**src/rtl/client_sequence_tracker_macros.svh**
```systemverilog
// assertion macros shared by the client sequence tracker rtl
`ifndef CLIENT_SEQUENCE_TRACKER_MACROS_SVH
`define CLIENT_SEQUENCE_TRACKER_MACROS_SVH

// same-cycle implication, checked out of reset
`define CST_ASSERT_NOW(label, ante, cons, msg) \
    label: assert property (@(posedge i_clk) disable iff (!i_rst_n) \
        (ante) |-> (cons)) else $error(msg);

// next-cycle implication, checked out of reset
`define CST_ASSERT_NEXT(label, ante, cons, msg) \
    label: assert property (@(posedge i_clk) disable iff (!i_rst_n) \
        (ante) |=> (cons)) else $error(msg);

`endif

```
**src/rtl/cst_pkg.sv**
```systemverilog
// shared types and constants of the client sequence tracker
package cst_pkg;

    localparam int unsigned TABLE_ENTRIES_DEF = 16;

    localparam int unsigned ADDR_W    = 32;
    localparam int unsigned PORT_W    = 16;
    localparam int unsigned SEQ_W     = 32;
    localparam int unsigned TIME_W    = 32;
    localparam int unsigned TIMEOUT_W = 17;

    localparam logic [TIMEOUT_W-1:0] TIMEOUT_RESET = TIMEOUT_W'(120);

    // one slot of the client table
    typedef struct packed {
        logic [ADDR_W-1:0] address;
        logic [PORT_W-1:0] port;
        logic [SEQ_W-1:0]  highest;
        logic [TIME_W-1:0] last_update;
    } t_entry;

endpackage

```
**src/rtl/client_sequence_tracker.sv**
```systemverilog
// client sequence tracker: table search, insert and per-client sequence check
`include "client_sequence_tracker_macros.svh"

// Tracks the highest sequence number seen from each client (address and
// port) in a table of TABLE_ENTRIES slots held in a memory with one write
// and one registered read port. After a request beat is accepted, a
// sequencer reads the filled slots in order, one per cycle, and one
// address/port comparator checks each registered read against the request.
// The walk ends on a hit or after the last filled slot, then the update
// state writes the slot and loads the result register. The request side
// stalls from acceptance until the sequencer is back in idle, so a new
// request beat is taken only after the last one is finished; a full
// result register that is not taken holds the sequencer in its update
// state. A finished result waits in the output register, and a new
// request is taken while it waits. On a miss the client is appended
// while a slot is free, else table_full is flagged. On a hit, an entry
// idle for timeout_seconds or more (wrapping 32-bit time difference) is
// restarted; otherwise a lower sequence is flagged out of order and a
// higher one becomes the new highest. The table needs no clearing after
// reset: only slots below the fill count are ever read. timeout_seconds
// is written through the config channel, always ready; the user must
// write it only while the block is idle, the block does not enforce it.
module client_sequence_tracker #(
    parameter int unsigned TABLE_ENTRIES = cst_pkg::TABLE_ENTRIES_DEF
) (
    input  logic                           i_clk,
    input  logic                           i_rst_n,

    // configuration write channel
    input  logic                           i_cfg_valid,
    output logic                           o_cfg_ready,
    input  logic [cst_pkg::TIMEOUT_W-1:0]  i_cfg_timeout_seconds,

    // request channel
    input  logic                           i_in_valid,
    output logic                           o_in_stall,
    input  logic [cst_pkg::ADDR_W-1:0]     i_client_address,
    input  logic [cst_pkg::PORT_W-1:0]     i_client_port,
    input  logic [cst_pkg::SEQ_W-1:0]      i_sequence_req,
    input  logic [cst_pkg::TIME_W-1:0]     i_now_seconds,

    // result channel
    output logic                           o_out_valid,
    input  logic                           i_out_stall,
    output logic                           o_out_of_order,
    output logic [cst_pkg::SEQ_W-1:0]      o_reported_highest,
    output logic                           o_client_inserted,
    output logic                           o_expired_reset,
    output logic                           o_table_full
);

    // fill count holds 0..TABLE_ENTRIES, slot index only 0..TABLE_ENTRIES-1
    localparam int unsigned CW = $clog2(TABLE_ENTRIES + 1);
    localparam int unsigned IW = (TABLE_ENTRIES > 1) ? $clog2(TABLE_ENTRIES) : 1;
    localparam logic [CW-1:0] FULL_COUNT = CW'(TABLE_ENTRIES);

    // sequencer codes
    localparam logic [1:0] S_IDLE   = 2'd0;
    localparam logic [1:0] S_SEARCH = 2'd1;
    localparam logic [1:0] S_UPDATE = 2'd2;

    // control state
    logic [1:0]                      r_state, n_state;
    logic [CW-1:0]                   r_count, n_count;
    logic [CW-1:0]                   r_rd_idx, n_rd_idx;
    logic                            r_dv, n_dv;
    logic [CW-1:0]                   r_dv_idx, n_dv_idx;
    logic [CW-1:0]                   r_slot, n_slot;
    logic                            r_hit, n_hit;
    logic [cst_pkg::TIMEOUT_W-1:0]   r_timeout;
    logic                            r_o_valid, n_o_valid;

    // latched request
    logic [cst_pkg::ADDR_W-1:0]      r_in_addr;
    logic [cst_pkg::PORT_W-1:0]      r_in_port;
    logic [cst_pkg::SEQ_W-1:0]       r_in_seq;
    logic [cst_pkg::TIME_W-1:0]      r_in_now;

    // result register
    logic                            r_o_ooo;
    logic [cst_pkg::SEQ_W-1:0]       r_o_highest;
    logic                            r_o_new;
    logic                            r_o_expired;
    logic                            r_o_full;

    // client table and its registered read
    cst_pkg::t_entry                 r_mem [TABLE_ENTRIES];
    cst_pkg::t_entry                 r_rd;

    // handshakes
    logic in_take;
    logic out_take;
    logic out_free;

    // search and decision
    logic                            match;
    logic                            rd_en;
    logic                            finish;
    logic [cst_pkg::TIME_W-1:0]      elapsed;
    logic                            dec_expired;
    logic                            dec_ooo;
    logic                            dec_update;
    logic                            dec_full;
    logic                            dec_insert;
    logic                            mem_we;
    cst_pkg::t_entry                 mem_wdata;

    assign o_cfg_ready = 1'b1;
    assign o_in_stall  = (r_state != S_IDLE);
    assign in_take     = i_in_valid && !o_in_stall;
    assign out_take    = r_o_valid && !i_out_stall;
    // result register can take a new result this cycle
    assign out_free    = !r_o_valid || !i_out_stall;

    // the one comparator, fed by the slot read last cycle
    assign match = r_dv && (r_rd.address == r_in_addr) && (r_rd.port == r_in_port);

    // keep walking while filled slots remain and nothing matched yet
    assign rd_en = (r_state == S_SEARCH) && !match && (r_rd_idx < r_count);

    // decision on the matched slot, or on the miss
    always_comb begin
        elapsed     = r_in_now - r_rd.last_update;
        dec_expired = r_hit && (elapsed >= cst_pkg::TIME_W'(r_timeout));
        dec_ooo     = r_hit && !dec_expired && (r_in_seq < r_rd.highest);
        dec_update  = r_hit && (dec_expired || (r_in_seq > r_rd.highest));
        dec_full    = !r_hit && (r_count == FULL_COUNT);
        dec_insert  = !r_hit && !dec_full;
    end

    assign finish    = (r_state == S_UPDATE) && out_free;
    assign mem_we    = finish && (dec_update || dec_insert);
    assign mem_wdata = '{address:     r_in_addr,
                         port:        r_in_port,
                         highest:     r_in_seq,
                         last_update: r_in_now};

    // sequencer
    always_comb begin
        n_state   = r_state;
        n_count   = r_count;
        n_rd_idx  = r_rd_idx;
        n_dv      = 1'b0;
        n_dv_idx  = r_rd_idx;
        n_slot    = r_slot;
        n_hit     = r_hit;
        n_o_valid = r_o_valid;

        if (out_take) begin
            n_o_valid = 1'b0;
        end

        unique case (r_state)
            S_IDLE: begin
                if (in_take) begin
                    n_state  = S_SEARCH;
                    n_rd_idx = '0;
                end
            end
            S_SEARCH: begin
                priority if (match) begin
                    n_state = S_UPDATE;
                    n_hit   = 1'b1;
                    n_slot  = r_dv_idx;
                end else if (rd_en) begin
                    n_rd_idx = r_rd_idx + 1'b1;
                    n_dv     = 1'b1;
                end else begin
                    // every filled slot compared, no match
                    n_state = S_UPDATE;
                    n_hit   = 1'b0;
                    n_slot  = r_count;
                end
            end
            S_UPDATE: begin
                if (finish) begin
                    n_state   = S_IDLE;
                    n_o_valid = 1'b1;
                    if (dec_insert) begin
                        n_count = r_count + 1'b1;
                    end
                end
            end
            default: begin
                n_state = S_IDLE;
            end
        endcase
    end

    always_ff @(posedge i_clk) begin
        if (!i_rst_n) begin
            r_state   <= S_IDLE;
            r_count   <= '0;
            r_rd_idx  <= '0;
            r_dv      <= 1'b0;
            r_dv_idx  <= '0;
            r_slot    <= '0;
            r_hit     <= 1'b0;
            r_timeout <= cst_pkg::TIMEOUT_RESET;
            r_o_valid <= 1'b0;
        end else begin
            r_state   <= n_state;
            r_count   <= n_count;
            r_rd_idx  <= n_rd_idx;
            r_dv      <= n_dv;
            r_dv_idx  <= n_dv_idx;
            r_slot    <= n_slot;
            r_hit     <= n_hit;
            r_o_valid <= n_o_valid;
            if (i_cfg_valid && o_cfg_ready) begin
                r_timeout <= i_cfg_timeout_seconds;
            end
        end
    end

    // request capture
    always_ff @(posedge i_clk) begin
        if (in_take) begin
            r_in_addr <= i_client_address;
            r_in_port <= i_client_port;
            r_in_seq  <= i_sequence_req;
            r_in_now  <= i_now_seconds;
        end
    end

    // result capture
    always_ff @(posedge i_clk) begin
        if (finish) begin
            r_o_ooo     <= dec_ooo;
            r_o_highest <= r_hit ? r_rd.highest : '0;
            r_o_new     <= dec_insert;
            r_o_expired <= dec_expired;
            r_o_full    <= dec_full;
        end
    end

    // client table, one write and one registered read per cycle
    always_ff @(posedge i_clk) begin
        if (mem_we) begin
            r_mem[r_slot[IW-1:0]] <= mem_wdata;
        end
        if (rd_en) begin
            r_rd <= r_mem[r_rd_idx[IW-1:0]];
        end
    end

    assign o_out_valid        = r_o_valid;
    assign o_out_of_order     = r_o_ooo;
    assign o_reported_highest = r_o_highest;
    assign o_client_inserted  = r_o_new;
    assign o_expired_reset    = r_o_expired;
    assign o_table_full       = r_o_full;

    // checks
    `CST_ASSERT_NOW(a_count_bound, 1'b1, r_count <= FULL_COUNT,
        "fill count beyond table size")
    `CST_ASSERT_NOW(a_flags_exclusive, r_o_valid,
        $onehot0({r_o_ooo, r_o_new, r_o_expired, r_o_full}),
        "more than one result flag set")
    `CST_ASSERT_NOW(a_full_result, r_o_valid && r_o_full,
        (r_o_highest == '0) && (r_count == FULL_COUNT),
        "table full result with nonzero highest or free slot")
    `CST_ASSERT_NEXT(a_accept_starts_search, in_take, r_state == S_SEARCH,
        "accepted request did not start the table walk")
    `CST_ASSERT_NEXT(a_insert_grows, finish && dec_insert,
        (r_count == $past(r_count) + 1'b1) && r_o_new,
        "insert did not grow the fill count")

endmodule
```
**config.mk**
```make
export PLATFORM = sky130hd
export DESIGN_NAME = client_sequence_tracker
export DESIGN_NICKNAME = d
export VERILOG_FILES = /design/src/rtl/cst_pkg.sv /design/src/rtl/client_sequence_tracker.sv
export VERILOG_INCLUDE_DIRS = /design/src /design/src/rtl
export SDC_FILE = /design/constraint.sdc
export NUM_CORES = 2
export LEC_CHECK = 0
export BUFFER_PORTS_ARGS = -buffer_cell sky130_fd_sc_hd__buf_4
export CORE_AREA = 2 2 432 434
export CTS_BUF_LIST = sky130_fd_sc_hd__clkbuf_16
export DETAILED_ROUTE_END_ITERATION = 8
export DIE_AREA = 0 0 434 436
export GPL_TIMING_DRIVEN = 0
export SYNTH_ARGS = -nofsm -noshare
export SYNTH_HDL_FRONTEND = slang
export SYNTH_SLANG_ARGS = --single-unit
```
**constraint.sdc**
```tcl
create_clock -name i_clk -period 11.3 [get_ports i_clk]
set_input_delay 1.695 -clock i_clk [delete_from_list [all_inputs] [get_ports i_clk]]
set_output_delay 1.695 -clock i_clk [all_outputs]
set_load 0.1 [all_outputs]
```
==> results.json <==
{
  "status": "complete, no violations",
  "synth-main-ff-cell": "edfxtp_1",
  "r2r_start": "r_in_seq[31]$_DFFE_PP_",
  "drc_errors": 0,
  "p_leak_nw": 30.0,
  "slew_viol_final": 0,
  "grt_max_degree": 46,
  "yosys_warnings": 0,
  "cts_tree": "yes",
  "worst_pin_slew_ns": 1.39,
  "worstSkewPairLatency_ns": 0.85,
  "synth-seq-cells": 2092,
  "clockBufferDepth": 3,
  "vias": 38400,
  "hold_violations": 0,
  "synth.area.top_cells": "edfxtp_1 (76%), mux4_2 (16%), ha_1 (1.3%)",
  "worst_hold_slack_ns": 0.494,
  "start_util": 0.437,
  "num-nets-final": 4341,
  "peakVddDrop_uv": 121,
  "overflow": 0,
  "worstHoldStart": "r_timeout[4]$_SDFFE_PN1P_",
  "cts_made_buffers": 205,
  "io_buffers": 170,
  "worstSetupPathType": "reg2reg",
  "drtIter0Drc": 4351,
  "fp.dieH_um": 436,
  "crit_fanout": 17,
  "fmax_ghz": 0.145,
  "syn_area_per_cell_um2": 22.7,
  "hp-class": "reg2reg",
  "critical_path.endpoint_type": "flip-flop",
  "die_area_mm2": 0.189,
  "routabilityCongestion": 0.761,
  "syn_area_mm2": 0.0807,
  "cts_hold_buf": 0,
  "dp_slack_ns": 4.54,
  "min_period_ns": 6.88,
  "setup_viol": 0,
  "finalCritPeriodShare": 0.609,
  "num_io_pins": 173,
  "clock_tree.root_cell": "clkbuf_16",
  "mostFrequentLayoutCells": "edfxtp_1 (2052), mux4_2 (560), clkbuf_16 (205)",
  "ant_nets": 0,
  "via_per_inst": 5.67,
  "relSlewSlack": 0.0758,
  "critPathLaunch": "r_in_seq[31]$_DFFE_PP_",
  "path_clk_slew_ns": 0.06,
  "antenna_found_initial": 2,
  "synth_edf_count": 2052,
  "cts_resized": 0,
  "synth_top_area_frac": 0.763,
  "skew_ns": 0.0541,
  "ys_seq_area_frac": 0.773,
  "grt_pass1_vias": 39200,
  "syn2layout_area_growth_pct": 17.6,
  "grt.total_usage": 0.210,
  "detailed_place_hpwl_um": 130000,
  "die_w_um": 434,
  "wl_per_cell_um": 29.2,
  "drv_cap": 0,
  "synth_cells": 3549,
  "layout_commonest_cell": "edfxtp_1",
  "netlist.top_cell.by_area": "edfxtp_1",
  "synth_fp_nets": 3771,
  "core_mm2": 0.185,
  "rsz0062_at_grt": "false",
  "arrival_ns": 7.42,
  "dr.pass1.iters": 5,
  "worst_slack_ns": 4.42,
  "cellPowerDensity_mw_per_mm2": 166,
  "fp-row-count": 158,
  "routed_wl_um": 198000,
  "htreeDepth": 4,
  "critPathLaunchType": "flip-flop",
  "fin_util": 0.514,
  "layout-drive-gt1-share": 0.292,
  "cp.required_ns": 11.83,
  "async_flop_share": 0,
  "post_cts_buffers": 0,
  "cts.sink_count": 2092,
  "synth.distinct_cells": 73,
  "grt_pass1_wl_um": 282000
}
stage by stage:
stage | instances | total power, mW | instance area [um^2] | TNS, ns
after CTS | 6776 | 15.9 | 94900 | 0
after floorplan | 3549 | 9.12 | 80700 | -242.45
after detailed placement | 6392 | 9.34 | 88400 | 0
final | 6778 | 15.7 | 94900 | 0
after global placement | 6199 | 9.34 | 85100 | -
after global routing | 6777 | 16.2 | 94900 | 0
Yosys cell counts, drive strengths merged, types with 40 or more instances:
library cell	number
clkbuf	112
nor2	43
ha	87
buf	40
inv	98
and2	48
nand2	51
xnor2	50
a21oi	62
edfxtp	2052
dfxtp	40
mux4	560
power breakdown:
group	switching (mW)	internal (mW)	total (mW)	leakage, nW
Sequential	0.138	8.62	8.76	18.9
Clock	2.94	3.60	6.54	3.37
Combinational	0.243	0.176	0.419	7.74
Total	3.33	12.4	15.7	30.0
registers in the layout, indices dropped and copies added, names as in the netlist, 2 cells and up:
register / flops
r_in_seq: 32
r_in_port: 16
r_in_now: 32
r_timeout: 17
r_count: 5
o_reported_highest: 32
r_dv_idx: 4
r_rd: 112
r_in_addr: 32
n_dv_idx: 5
r_slot: 4
r_mem: 1792
r_state: 2
logic make-up (layout without fill, tap and decap cells):
| kind of cell | Yosys count | after routing | share of synthesized area |
|---|---|---|---|
| adders and majority gates | 88 | 88 | 0.0137 |
| xor gates and xnor gates | 77 | 77 | 0.00836 |
| buffers and inverters | 250 | 997 | 0.0121 |
| DFF | 2092 | 2092 | 0.773 |
| muxes | 575 | 575 | 0.158 |
| and+or+nand+nor | 286 | 286 | 0.0198 |
| AOI/OAI and AO/OA | 180 | 180 | 0.0145 |
| other | 1 | 3 | 0.0000465 |
area by class of cell:
type | instances | area (um^2)
well taps | 2480 | 3100
fillers | 14500 | 89700
diodes | 2 | 5.00
clock inverters | 179 | 1370
inverters | 98 | 368
repair buffers | 363 | 4480
flip-flops and latches | 2092 | 62400
clock buffers | 205 | 5130
plain buffers | 152 | 608
multi-input cells | 1207 | 17400
critical path: stages (launching register included):
cell,delay [ns]
edfxtp_1,0.64
ha_1,0.42
nand4_1,0.33
nor4_1,0.93
nand2_1,0.34
a21oi_1,0.44
nor4_1,0.23
o21ai_0,1.05
nor4_4,0.22
buf_6,0.28
nor3_4,0.89
buf_16,0.25
buf_16,0.17
buf_16,0.16
buf_8,0.15
per-layer routing:
metal  vias to the layer above  part of all wire  GRT usage
met2                      1410              0.50      0.344
met3                       286             0.065     0.0392
met1                     20600              0.41      0.284
met4                         0             0.034     0.0710
li1                      16100                 -          -
met5                         -                 0          0
path summary, 6_finish.rpt:
kind | end | slack, ns | depth (start not counted)
max | r_mem[6][94]$_DFFE_PP_ | 4.42 | 14
max reg2reg | r_mem[6][94]$_DFFE_PP_ | 4.42 | 14
min | r_timeout[4]$_SDFFE_PN1P_ | 0.49 | 2
min reg2reg | r_timeout[4]$_SDFFE_PN1P_ | 0.49 | 2
Note: power is estimated with default switching activity, not from simulation.
